### src/rtl/assert_macros.svh
// Assertion macros used by the RTL of the frame decoder.
// No dependencies; take it in with an include of the bare file name.
`ifndef ASSERT_MACROS_SVH
`define ASSERT_MACROS_SVH

// Same-cycle implication, checked at every rising edge out of reset
`define ASSERT_IMP(lbl, clk, rst_n, ante, cons, msg) \
    lbl: assert property (@(posedge clk) disable iff (!(rst_n)) (ante) |-> (cons)) \
        else $error(msg);

// Next-cycle implication, checked at every rising edge out of reset
`define ASSERT_NXT(lbl, clk, rst_n, ante, cons, msg) \
    lbl: assert property (@(posedge clk) disable iff (!(rst_n)) (ante) |=> (cons)) \
        else $error(msg);

`endif

### src/rtl/wsfd_pkg.sv
// Types and constants of the WebSocket frame decoder.
// No dependencies; used by the channel interfaces, the decoder and the bench.
`timescale 1ns / 1ps
`default_nettype none

package wsfd_pkg;

    // Field widths
    localparam int unsigned BYTE_W = 8;
    localparam int unsigned OPC_W  = 4;
    localparam int unsigned LEN_W  = 64;

    // First-byte codes
    localparam logic [BYTE_W-1:0] FIN_TEXT  = 8'h81;
    localparam logic [BYTE_W-1:0] FIN_CLOSE = 8'h88;

    // Length-byte codes (mask bit dropped)
    localparam logic [6:0] LEN_MASK = 7'h7F;
    localparam logic [6:0] LEN16    = 7'd126;
    localparam logic [6:0] LEN64    = 7'd127;

    // Opcodes reported
    localparam logic [OPC_W-1:0] OP_TEXT  = 4'd1;
    localparam logic [OPC_W-1:0] OP_CLOSE = 4'd8;

    // Result kinds
    typedef enum logic [1:0] {
        KIND_DATA     = 2'd0,
        KIND_TEXT_HDR = 2'd1,
        KIND_CLOSE    = 2'd2,
        KIND_OTHER    = 2'd3
    } t_kind;

    // Extended length formats
    typedef enum logic [1:0] {
        LMODE_7  = 2'd0,
        LMODE_16 = 2'd1,
        LMODE_64 = 2'd2
    } t_len_mode;

endpackage

`default_nettype wire

### src/rtl/wsfd_in_if.sv
// Input channel of the frame decoder: one received byte per request.
// Depends on wsfd_pkg for the field widths.
`timescale 1ns / 1ps
`default_nettype none

interface wsfd_in_if
    import wsfd_pkg::*;
();
    logic              valid;
    logic              ready;
    logic [BYTE_W-1:0] in_byte;
    logic              buffer_start;

    modport source (output valid, output in_byte, output buffer_start, input ready);
    modport sink   (input valid, input in_byte, input buffer_start, output ready);
endinterface

`default_nettype wire

### src/rtl/wsfd_out_if.sv
// Result channel of the frame decoder: one decoded result per request.
// Depends on wsfd_pkg for the field widths and the result kind type.
`timescale 1ns / 1ps
`default_nettype none

interface wsfd_out_if
    import wsfd_pkg::*;
();
    logic              valid;
    logic              ready;
    t_kind             out_kind;
    logic [BYTE_W-1:0] out_byte;
    logic [OPC_W-1:0]  opcode;
    logic [LEN_W-1:0]  payload_length;
    logic              last_of_frame;

    modport source (
        output valid, output out_kind, output out_byte, output opcode,
        output payload_length, output last_of_frame, input ready
    );
    modport sink (
        input valid, input out_kind, input out_byte, input opcode,
        input payload_length, input last_of_frame, output ready
    );
endinterface

`default_nettype wire

### src/rtl/websocket_frame_decoder.sv
// Pipeline: an accepted byte goes into the input register, and any result it gives into the result register.
// Throughput: one byte per cycle while the result channel does not stall; the next frame state is
// decoded combinationally between the input register and the result register.
// Reset: synchronous, active low; clears the parser state and both valid
// flags, so the next byte is read as the first byte of a frame.
// Depends on wsfd_pkg, wsfd_in_if, wsfd_out_if and assert_macros.svh.
`timescale 1ns / 1ps
`default_nettype none
`include "assert_macros.svh"

module websocket_frame_decoder
    import wsfd_pkg::*;
(
    input  wire        i_clk,
    input  wire        i_rst_n,
    wsfd_in_if.sink    i_in,
    wsfd_out_if.source o_out
);

    typedef enum logic [2:0] {
        PH_IDLE = 3'd0,
        PH_LEN  = 3'd1,
        PH_EXT  = 3'd2,
        PH_MASK = 3'd3,
        PH_DATA = 3'd4,
        PH_SKIP = 3'd5
    } t_phase;

    // Input register
    logic              r_in_valid;
    logic [BYTE_W-1:0] r_in_byte;
    logic              r_in_start;

    // Frame state
    t_phase            r_phase, n_phase;
    logic [3:0]        r_hdr_cnt, n_hdr_cnt;
    logic [LEN_W-1:0]  r_len, n_len;
    t_len_mode         r_lmode, n_lmode;
    logic [BYTE_W-1:0] r_mask [4];
    logic [BYTE_W-1:0] n_mask [4];
    logic [LEN_W-1:0]  r_idx, n_idx;

    // Result register
    logic              r_out_valid;
    t_kind             r_out_kind, n_out_kind;
    logic [BYTE_W-1:0] r_out_byte, n_out_byte;
    logic [OPC_W-1:0]  r_out_opc, n_out_opc;
    logic [LEN_W-1:0]  r_out_len, n_out_len;
    logic              r_out_last, n_out_last;
    logic              n_res;

    logic              w_advance;
    logic              w_step;
    logic              w_last;
    logic [6:0]        w_len7;
    logic [3:0]        w_hdr_inc;
    logic [3:0]        w_ext_need;

    // Handshake: the result register frees the input register
    assign w_advance  = !r_out_valid || o_out.ready;
    assign w_step     = r_in_valid && w_advance;
    assign i_in.ready = !r_in_valid || w_advance;

    assign w_len7     = r_in_byte[6:0] & LEN_MASK;
    assign w_hdr_inc  = r_hdr_cnt + 4'd1;
    assign w_ext_need = (r_lmode == LMODE_16) ? 4'd2 : 4'd8;
    assign w_last     = (r_idx + {{(LEN_W-1){1'b0}}, 1'b1}) == r_len;

    // Decode one byte against the frame state
    always_comb begin
        n_phase    = r_phase;
        n_hdr_cnt  = r_hdr_cnt;
        n_len      = r_len;
        n_lmode    = r_lmode;
        n_mask     = r_mask;
        n_idx      = r_idx;
        n_res      = 1'b0;
        n_out_kind = KIND_DATA;
        n_out_byte = '0;
        n_out_opc  = OP_TEXT;
        n_out_len  = '0;
        n_out_last = 1'b1;

        if (r_in_start || r_phase == PH_IDLE) begin
            // First byte of a frame
            n_hdr_cnt = '0;
            n_len     = '0;
            n_lmode   = LMODE_7;
            n_idx     = '0;
            if (r_in_byte == FIN_TEXT) begin
                n_phase = PH_LEN;
            end else begin
                n_phase = PH_SKIP;
                n_res   = 1'b1;
                if (r_in_byte == FIN_CLOSE) begin
                    n_out_kind = KIND_CLOSE;
                    n_out_opc  = OP_CLOSE;
                end else begin
                    n_out_kind = KIND_OTHER;
                    n_out_opc  = r_in_byte[OPC_W-1:0];
                end
            end
        end else begin
            case (r_phase)
                PH_LEN: begin
                    n_hdr_cnt = '0;
                    if (w_len7 == LEN16) begin
                        n_lmode = LMODE_16;
                        n_len   = '0;
                        n_phase = PH_EXT;
                    end else if (w_len7 == LEN64) begin
                        n_lmode = LMODE_64;
                        n_len   = '0;
                        n_phase = PH_EXT;
                    end else begin
                        n_lmode = LMODE_7;
                        n_len   = {{(LEN_W-7){1'b0}}, w_len7};
                        n_phase = PH_MASK;
                    end
                end
                PH_EXT: begin
                    // Shift in big-endian length bytes
                    n_len     = {r_len[LEN_W-BYTE_W-1:0], r_in_byte};
                    n_hdr_cnt = w_hdr_inc;
                    if (w_hdr_inc >= w_ext_need) begin
                        n_hdr_cnt = '0;
                        n_phase   = PH_MASK;
                    end
                end
                PH_MASK: begin
                    n_mask[r_hdr_cnt[1:0]] = r_in_byte;
                    n_hdr_cnt = w_hdr_inc;
                    if (w_hdr_inc >= 4'd4) begin
                        n_hdr_cnt = '0;
                        n_idx     = '0;
                        if (r_len == '0) begin
                            // Empty text frame: report the header alone
                            n_phase    = PH_IDLE;
                            n_res      = 1'b1;
                            n_out_kind = KIND_TEXT_HDR;
                        end else begin
                            n_phase = PH_DATA;
                        end
                    end
                end
                PH_DATA: begin
                    n_res      = 1'b1;
                    n_out_kind = KIND_DATA;
                    n_out_byte = r_in_byte ^ r_mask[r_idx[1:0]];
                    n_out_len  = r_len;
                    n_out_last = w_last;
                    n_idx      = r_idx + {{(LEN_W-1){1'b0}}, 1'b1};
                    if (w_last) begin
                        n_phase = PH_IDLE;
                    end
                end
                default: begin
                    n_phase = PH_SKIP;
                end
            endcase
        end
    end

    // Hold state, input register and result register
    always_ff @(posedge i_clk) begin
        if (!i_rst_n) begin
            r_in_valid  <= 1'b0;
            r_out_valid <= 1'b0;
            r_phase     <= PH_IDLE;
            r_hdr_cnt   <= '0;
            r_len       <= '0;
            r_lmode     <= LMODE_7;
            r_idx       <= '0;
            for (int k = 0; k < 4; k++) begin
                r_mask[k] <= '0;
            end
        end else begin
            // Take a new request when the input register frees up
            if (i_in.ready) begin
                r_in_valid <= i_in.valid;
            end
            // Advance the frame state
            if (w_step) begin
                r_phase   <= n_phase;
                r_hdr_cnt <= n_hdr_cnt;
                r_len     <= n_len;
                r_lmode   <= n_lmode;
                r_idx     <= n_idx;
                r_mask    <= n_mask;
            end
            // Load or drop the result
            if (w_step && n_res) begin
                r_out_valid <= 1'b1;
            end else if (o_out.ready) begin
                r_out_valid <= 1'b0;
            end
        end
        // Payload registers
        if (i_in.valid && i_in.ready) begin
            r_in_byte  <= i_in.in_byte;
            r_in_start <= i_in.buffer_start;
        end
        if (w_step && n_res) begin
            r_out_kind <= n_out_kind;
            r_out_byte <= n_out_byte;
            r_out_opc  <= n_out_opc;
            r_out_len  <= n_out_len;
            r_out_last <= n_out_last;
        end
    end

    assign o_out.valid          = r_out_valid;
    assign o_out.out_kind       = r_out_kind;
    assign o_out.out_byte       = r_out_byte;
    assign o_out.opcode         = r_out_opc;
    assign o_out.payload_length = r_out_len;
    assign o_out.last_of_frame  = r_out_last;

    // Checks
    `ASSERT_NXT(a_last_ends_frame, i_clk, i_rst_n, w_step && !r_in_start && r_phase == PH_DATA && w_last, r_phase == PH_IDLE, "last payload byte did not end the frame")
    `ASSERT_IMP(a_mask_count, i_clk, i_rst_n, r_phase == PH_MASK, r_hdr_cnt < 4'd4, "mask byte count out of range")
    `ASSERT_IMP(a_ext_mode, i_clk, i_rst_n, r_phase == PH_EXT, r_lmode == LMODE_16 || r_lmode == LMODE_64, "extended length without an extended mode")
    `ASSERT_IMP(a_hdr_len_zero, i_clk, i_rst_n, r_out_valid && r_out_kind != KIND_DATA, r_out_len == '0 && r_out_byte == '0 && r_out_last, "header result with payload fields set")
    `ASSERT_NXT(a_in_held, i_clk, i_rst_n, r_in_valid && !w_advance, r_in_valid && $stable(r_in_byte) && $stable(r_phase), "stalled byte lost or state moved")

endmodule

`default_nettype wire

### src/flat_wrapper.sv
// flat-port wrapper written by rule: the top's interface ports become plain ports
module websocket_frame_decoder_flat import wsfd_pkg::*;
  (i_clk, i_rst_n, i_in_valid, i_in_in_byte, i_in_buffer_start, i_in_ready, o_out_valid, o_out_out_kind, o_out_out_byte, o_out_opcode, o_out_payload_length, o_out_last_of_frame, o_out_ready);
  wsfd_in_if i_in_i ();
  wsfd_out_if o_out_i ();
  input  wire i_clk;
  input  wire i_rst_n;
  input wire logic [$bits(i_in_i.valid)-1:0] i_in_valid;
  input wire logic [$bits(i_in_i.in_byte)-1:0] i_in_in_byte;
  input wire logic [$bits(i_in_i.buffer_start)-1:0] i_in_buffer_start;
  output wire logic [$bits(i_in_i.ready)-1:0] i_in_ready;
  output wire logic [$bits(o_out_i.valid)-1:0] o_out_valid;
  output wire logic [$bits(o_out_i.out_kind)-1:0] o_out_out_kind;
  output wire logic [$bits(o_out_i.out_byte)-1:0] o_out_out_byte;
  output wire logic [$bits(o_out_i.opcode)-1:0] o_out_opcode;
  output wire logic [$bits(o_out_i.payload_length)-1:0] o_out_payload_length;
  output wire logic [$bits(o_out_i.last_of_frame)-1:0] o_out_last_of_frame;
  input wire logic [$bits(o_out_i.ready)-1:0] o_out_ready;
  assign i_in_i.valid = i_in_valid;
  assign i_in_i.in_byte = i_in_in_byte;
  assign i_in_i.buffer_start = i_in_buffer_start;
  assign i_in_ready = i_in_i.ready;
  assign o_out_valid = o_out_i.valid;
  assign o_out_out_kind = o_out_i.out_kind;
  assign o_out_out_byte = o_out_i.out_byte;
  assign o_out_opcode = o_out_i.opcode;
  assign o_out_payload_length = o_out_i.payload_length;
  assign o_out_last_of_frame = o_out_i.last_of_frame;
  assign o_out_i.ready = o_out_ready;
  websocket_frame_decoder u_core (.i_clk(i_clk), .i_rst_n(i_rst_n), .i_in(i_in_i), .o_out(o_out_i));
endmodule
### config.mk
export PLATFORM = sky130hd
export DESIGN_NAME = websocket_frame_decoder_flat
export DESIGN_NICKNAME = d
export VERILOG_FILES = /design/src/rtl/wsfd_pkg.sv /design/src/rtl/wsfd_in_if.sv /design/src/rtl/wsfd_out_if.sv /design/src/rtl/websocket_frame_decoder.sv /design/src/flat_wrapper.sv
export VERILOG_INCLUDE_DIRS = /design/src /design/src/rtl
export SDC_FILE = /design/constraint.sdc
export NUM_CORES = 1
export LEC_CHECK = 0
export BUFFER_PORTS_ARGS = -buffer_cell sky130_fd_sc_hd__buf_4
export CAP_MARGIN = 10
export CELL_PAD_IN_SITES_DETAIL_PLACEMENT = 1
export CELL_PAD_IN_SITES_GLOBAL_PLACEMENT = 2
export CORE_ASPECT_RATIO = 0.75
export CORE_UTILIZATION = 35
export DETAILED_ROUTE_END_ITERATION = 10
export HOLD_SLACK_MARGIN = 0.12
export PLACE_DENSITY_LB_ADDON = 0.1
export SLEW_MARGIN = 20
export SYNTH_ARGS = -nofsm -noshare
export SYNTH_HDL_FRONTEND = slang
export SYNTH_SLANG_ARGS = --single-unit
### constraint.sdc
create_clock -name i_clk -period 4 [get_ports i_clk]
set_input_delay 0.8 -clock i_clk [delete_from_list [all_inputs] [get_ports i_clk]]
set_output_delay 0.8 -clock i_clk [all_outputs]
set_load 0.01 [all_outputs]
* Yosys cells after proc, flatten, opt, wreduce, memory -nomap -nowiden *
Cells that the tools add are included.

word-level totals
  bits of input ports = 13
  bits in registers = 259
  output and inout port bits = 81
  word-level logic and storage cells = 114

cells by class
  $add $sub $neg = 2
  reduce and logical (&&, ||, !) cells = 25
  order comparisons = 5
  equality and inequality tests = 13
  bitwise operators = 5
  mux-type cells = 45

operators by type and width
  cell                     number
  $mux W64                 4
  $pmux W64 S2             2
  $add A64 B1 Y64 const B  1
  $eq A64 B64 Y1           1
  $logic_not A64 Y1        1
  $bwmux W32               1
  $mux W8                  3
  $mux W3                  7
  $mux W4                  5
  $bmux W8 S2              1
  $demux W8 S2             1
  $eq A8 B8 Y1 const B     2
  $mux W2                  8
  $eq A7 B7 Y1 const B     2
  $pmux W3 S4              1
  $pmux W4 S3              1
  $mux W1                  9
  $ne A3 B1 Y1 const B     3
  $xor A8 B8 Y8            1
  $mux W7                  1
  $eq A3 B2 Y1 const B     2
  $ge A3 B3 Y1 const B     2
  $not A2 Y3               2
  $reduce_and A2 Y1        3
  20 further kinds         31

* Logic depth before layout (Yosys ltp) *
  depth after elaboration = 7
  depth in mapped cells = 13
  depth with buffers taken out = 13

* Worst setup path after synthesis *
No wires, ideal clock.

  path kind = register -> register
  start point = register u_core.r_len[39]
  end point = register u_core.r_out_last, in the netlist u_core.o_out.last_of_frame, enable pin
  period minus slack after synthesis = 3.747 ns
  data required time = 3.551 ns
  arrival time = 3.298 ns
  cell stages (with the launch flop) = 8
  library setup time = 0.449 ns
  setup slack = 0.253 ns
  cell sequence = dfxtp_1 -> clkbuf_1 -> nor4_1 -> nand4_1 -> nor4_1 -> nand2_1 -> nor3_1 -> o311a_1

on the way
  longest elaborated chain between the ends = 6

ends and longest elaborated chain
  what                      line                            RTL
  start: declaration        websocket_frame_decoder.sv:37   logic [LEN_W-1:0] r_len, n_len;
  start signal: assignment  websocket_frame_decoder.sv:186  r_len <= n_len;
  $logic_not A64 Y1         websocket_frame_decoder.sv:136  if (r_len == '0) begin
  $mux W1                   websocket_frame_decoder.sv:136
  $mux W1                   websocket_frame_decoder.sv:133  if (w_hdr_inc >= 4'd4) begin
  $pmux W1 S2               websocket_frame_decoder.sv:104  case (r_phase)
  $mux W1                   websocket_frame_decoder.sv:84   if (r_in_start || r_phase == PH_IDLE) begin
  $logic_and A1 B1 Y1       websocket_frame_decoder.sv:203  if (w_step && n_res) begin
  end signal: assignment    websocket_frame_decoder.sv:208  r_out_last <= n_out_last;
  end: declaration          websocket_frame_decoder.sv:49   logic r_out_last, n_out_last;

Every way passes these cells.
A chain may end at the register's enable or synchronous reset.

* Final worst setup path *
  start point = register u_core.r_idx[19]
  end point = register u_core.r_out_last, in the netlist u_core.o_out.last_of_frame (data pin)

on the way
  longest elaborated chain between the ends = 2

ends and longest elaborated chain
  what                      line                            RTL
  start: declaration        websocket_frame_decoder.sv:41   logic [LEN_W-1:0] r_idx, n_idx;
  start signal: assignment  websocket_frame_decoder.sv:188  r_idx <= n_idx;
  $add A64 B1 Y64           websocket_frame_decoder.sv:67   assign w_last = (r_idx + {{(LEN_W-1){1'b0}}, 1'b1}) == r_len;
  $eq A64 B64 Y1            websocket_frame_decoder.sv:67

Every way passes these cells.

==> key figures <==
Status
  • Outcome: complete, no violations

Clock tree
  • CTS Sinks: 259
  • TritonCTS clock tree: done
  • Worst skew pair latency: 0.59 ns
  • Clock buffer depth: 3
  • Total CTS buffers: 29
  • Root buffer cell: clkbuf_16
  • Setup Fix Bufs, Post-CTS: 0
  • H-tree depth: 1
  • Clock transition at the registers of the reported paths: 0.07 ns

Drt
  • Pre-antenna DRT Iters: 5
  • Routed via count: 12500
  • Initial DRC Count: 1095
  • DRC violations left: 0
  • Vias per inst: 5.83
  • Routed Antenna Nets: 0
  • Post-detailed-routing wire length: 54.2 mm
  • WL/cell: 25.3 um

STA
  • Final period util: 0.964
  • Worst-margin pin slew: 0.943 ns
  • Max-slew violations: 0
  • FMAX: 259 MHz
  • Minimum clock period: 3.85 ns
  • Setup TNS: 0 ns
  • Relative slew slack: 0.372
  • Worst Skew: 0.0246 ns
  • Unrepaired setup endpoints after global routing: no
  • Setup violators final: 0
  • Hold Vio Cnt, Final: 0

Synthesis
  • Post-synth EDFFs: 88
  • Top post-synthesis cells by area: dfxtp_1 (25%), edfxtp_1 (19%), xnor2_1 (4.8%)
  • Post-Synth Simple-Gate Area: 0.283
  • Post-synthesis sequential area ratio: 0.437
  • Avg Cell Area, Syn: 9.02 um^2
  • Yosys top cell by area: dfxtp_1
  • Synth warn: 0
  • Post-synth top area share: 0.247
  • Cell count after synthesis: 1538
  • Portion of netlist area occupied by mux cells: 0.0180
  • Synth Net Count: 1558
  • Cell with the most instances after synthesis: dfxtp_1
  • Area share of fa/ha/maj cells after synthesis: 0.00631
  • Post-synth top cells: dfxtp_1 (171), nand2_1 (119), clkbuf_1 (107)
  • FFs w/ async S/R, synth: 0
  • Largest family of logic cells by synthesized area: simple AND/OR/NAND/NOR gates
  • Syn Std Cell Area: 0.0139 mm^2
  • Compound-Gate Fraction of Synth Area: 0.147
  • Synth cell types: 65
  • Synthesis-stage register bit count: 259
  • XOR/XNOR share of the synthesized area: 0.0644
  • Top FF cell, synth: dfxtp_1

Setup path
  • Crit path kind: reg -> reg
  • R2R setup slack: 0.15 ns
  • Worst EP required: 4.45 ns
  • Reg2reg path depth: 11
  • R2R Path End: u_core.o_out.last_of_frame$_SDFFCE_PN1P_
  • Worst reg2reg startpoint: u_core.r_idx[19]$_SDFFE_PN0P_
  • Worst Path Arrival: 4.30 ns
  • CP Max Fanout: 9
  • CP Launch Type: flop
  • Crit. End Element: flop

Cells and area
  • Diode count: 0
  • Fillcell total: 4406
  • Final Net Count: 1623
  • Area of the multi-input gates: 0.00726 mm^2
  • FF+latch area: 0.00607 mm^2
  • Share of cells above drive strength 1: 0.153
  • Fin util: 0.422
  • Area Overhead vs Synth: 17.5%

Die
  • Die ar.: 0.0404 mm^2
  • Top-Level Pins: 94
  • Die width: 232 um
  • Initial Util: 0.359
  • Die Ht: 174 um
  • Num rows: 62
  • Core ar.: 0.0386 mm^2

Global route
  • Grt met1 use: 0.452
  • Grt peak-use layer: met1
  • Initial antenna violation count: 1
  • Number of global-route vias before repair: 12000
  • Met2 usage: 0.330
  • Largest net degree at the start of global routing: 93
  • Total global-route track usage: 0.267
  • Met3 GRT Util: 0.0522
  • GRT overflow: 0
  • Global-route wire length before repair: 80.7 mm

Power
  • Seq pwr share: 0.475
  • Psw: 1.37 mW
  • Cell Pwr Density: 360 mW/mm^2
  • Lkg Pwr: 5.51 nW
  • Net Sw Frac: 0.233
  • Clock power frac: 0.477
  • P_int: 4.50 mW
  • Worst IR drop on VDD: 0.256 mV
  • Comb pwr share: 0.048

Placed design
  • Count of input and output buffers: 93
  • GP Congestion: 0.933
  • DP HPWL: 39.8 mm

Job
  • Max Cap Viol: 0

Hold path
  • WHS Path Cells: 1
  • Hold path start: i_in_in_byte[1]
  • Hold Path Class: in -> reg
  • Hold Path Sink: u_core.r_in_byte[1]$_DFFE_PP_
[state kept, by name, indices dropped and copies added (netlist names)]
signal and flops:
u_core.r_idx 64, u_core.r_lmode 2, u_core.o_out.valid 1, u_core.o_out.opcode 4, u_core.o_out.out_kind 2, u_core.r_in_valid 1
u_core.r_mask 32, u_core.o_out.payload_length 64, u_core.r_in_byte 8, u_core.o_out.out_byte 8, u_core.r_len 64, u_core.r_hdr_cnt 4
u_core.r_phase 3, u_core.o_out.last_of_frame 1, u_core.r_in_start 1
[worst max-delay path: stages, from the launching register on]
cell and delay [ns]:
dfxtp_1 0.57, nand4_1 0.34, buf_4 0.27, nor4_1 0.30, buf_4 0.20, nand3_1 0.11
nor4_1 0.30, xnor2_1 0.23, o21ai_0 0.29, or4_1 0.60, nor3_2 0.34, nand2b_1 0.15
[power groups by stage]
stage,Combinational [mW],Clock (mW),Sequential [mW]
CTS,0.285,2.86,2.79
global route,0.304,2.97,2.79
global placement,0.281,0,2.85
detailed placement,0.285,0,2.85
finish,0.281,2.80,2.79
floorplan,0.151,0,2.84
[worst max path at each step]
stage | start | to | cells after the start
global placement | u_core.r_idx[19]$_SDFFE_PN0P_ | u_core.o_out.last_of_frame$_SDFFCE_PN1P_ | 11
finish | u_core.r_idx[19]$_SDFFE_PN0P_ | u_core.o_out.last_of_frame$_SDFFCE_PN1P_ | 11
global route | u_core.r_idx[19]$_SDFFE_PN0P_ | u_core.o_out.last_of_frame$_SDFFCE_PN1P_ | 11
detailed placement | u_core.r_idx[48]$_SDFFE_PN0P_ | u_core.o_out.last_of_frame$_SDFFCE_PN1P_ | 9
floorplan | u_core.r_len[39]$_SDFFE_PN0P_ | u_core.o_out.last_of_frame$_SDFFCE_PN1P_ | 7
CTS | u_core.r_idx[48]$_SDFFE_PN0P_ | u_core.o_out.last_of_frame$_SDFFCE_PN1P_ | 9
[cells by family after synthesis]
group | Yosys count
buffers and inverters | 147
DFF | 259
AOI/OAI and AO/OA | 306
and+or+nand+nor | 702
muxes | 15
adders and majority gates | 7
xor gates and xnor gates | 102
[per-stage QoR]
stage	total power [mW]	hold WS (ns)	worst slack (ns)	area (um^2)	cells
final	5.88	0.389	0.145	16300	2138
after floorplan	2.99	0.440	0.253	13900	1538
after detailed placement	3.13	0.457	0.184	15300	2084
after global placement	3.13	0.451	0.198	15300	2084
after CTS	5.94	0.362	0.174	16300	2138
after global routing	6.07	0.365	0.0369	16300	2138
[final cells by class]
cell class | instances | area share
well taps | 512 | 0.0393
clock buffers | 42 | 0.0512
multi-input cells | 1132 | 0.445
repair buffers | 169 | 0.0801
clock inverters | 12 | 0.00952
inverters | 12 | 0.00276
flip-flops and latches | 259 | 0.372
[cells in the final DEF (no fill, tap or decap), types with 6 or more instances in the layout]
cell type,count
a21boi_0,60
a21oi_1,42
a22oi_1,67
a31oi_1,7
and2_1,90
and3_1,6
and4_1,15
buf_4,166
clkbuf_1,7
clkbuf_16,29
clkbuf_8,6
dfxtp_1,171
edfxtp_1,88
ha_1,7
inv_1,12
mux2i_1,7
mux4_2,8
nand2_1,119
nand2b_1,10
nand3_1,72
nand3b_1,6
nand4_1,53
nand4b_1,6
nor2_1,74
nor2b_1,94
nor3_1,60
nor4_1,40
o21a_1,25
o21ai_0,68
o31ai_1,10
or3_1,9
or4_1,14
xnor2_1,76
xor2_1,26
[repair_timing]
item | in CTS | in global routing
setup endpoints to repair | 0 | 2
gates resized for setup | 0 | 1
hold buffers | 0 | 0
[routing by layer]
metal  vias to the layer above  part of all wire
met5                         -                 0
met4                         0             0.019
met3                        62             0.078
met2                       410              0.36
met1                      6306              0.54
li1                       5686                 -
Power figures use the tool's default switching activity.
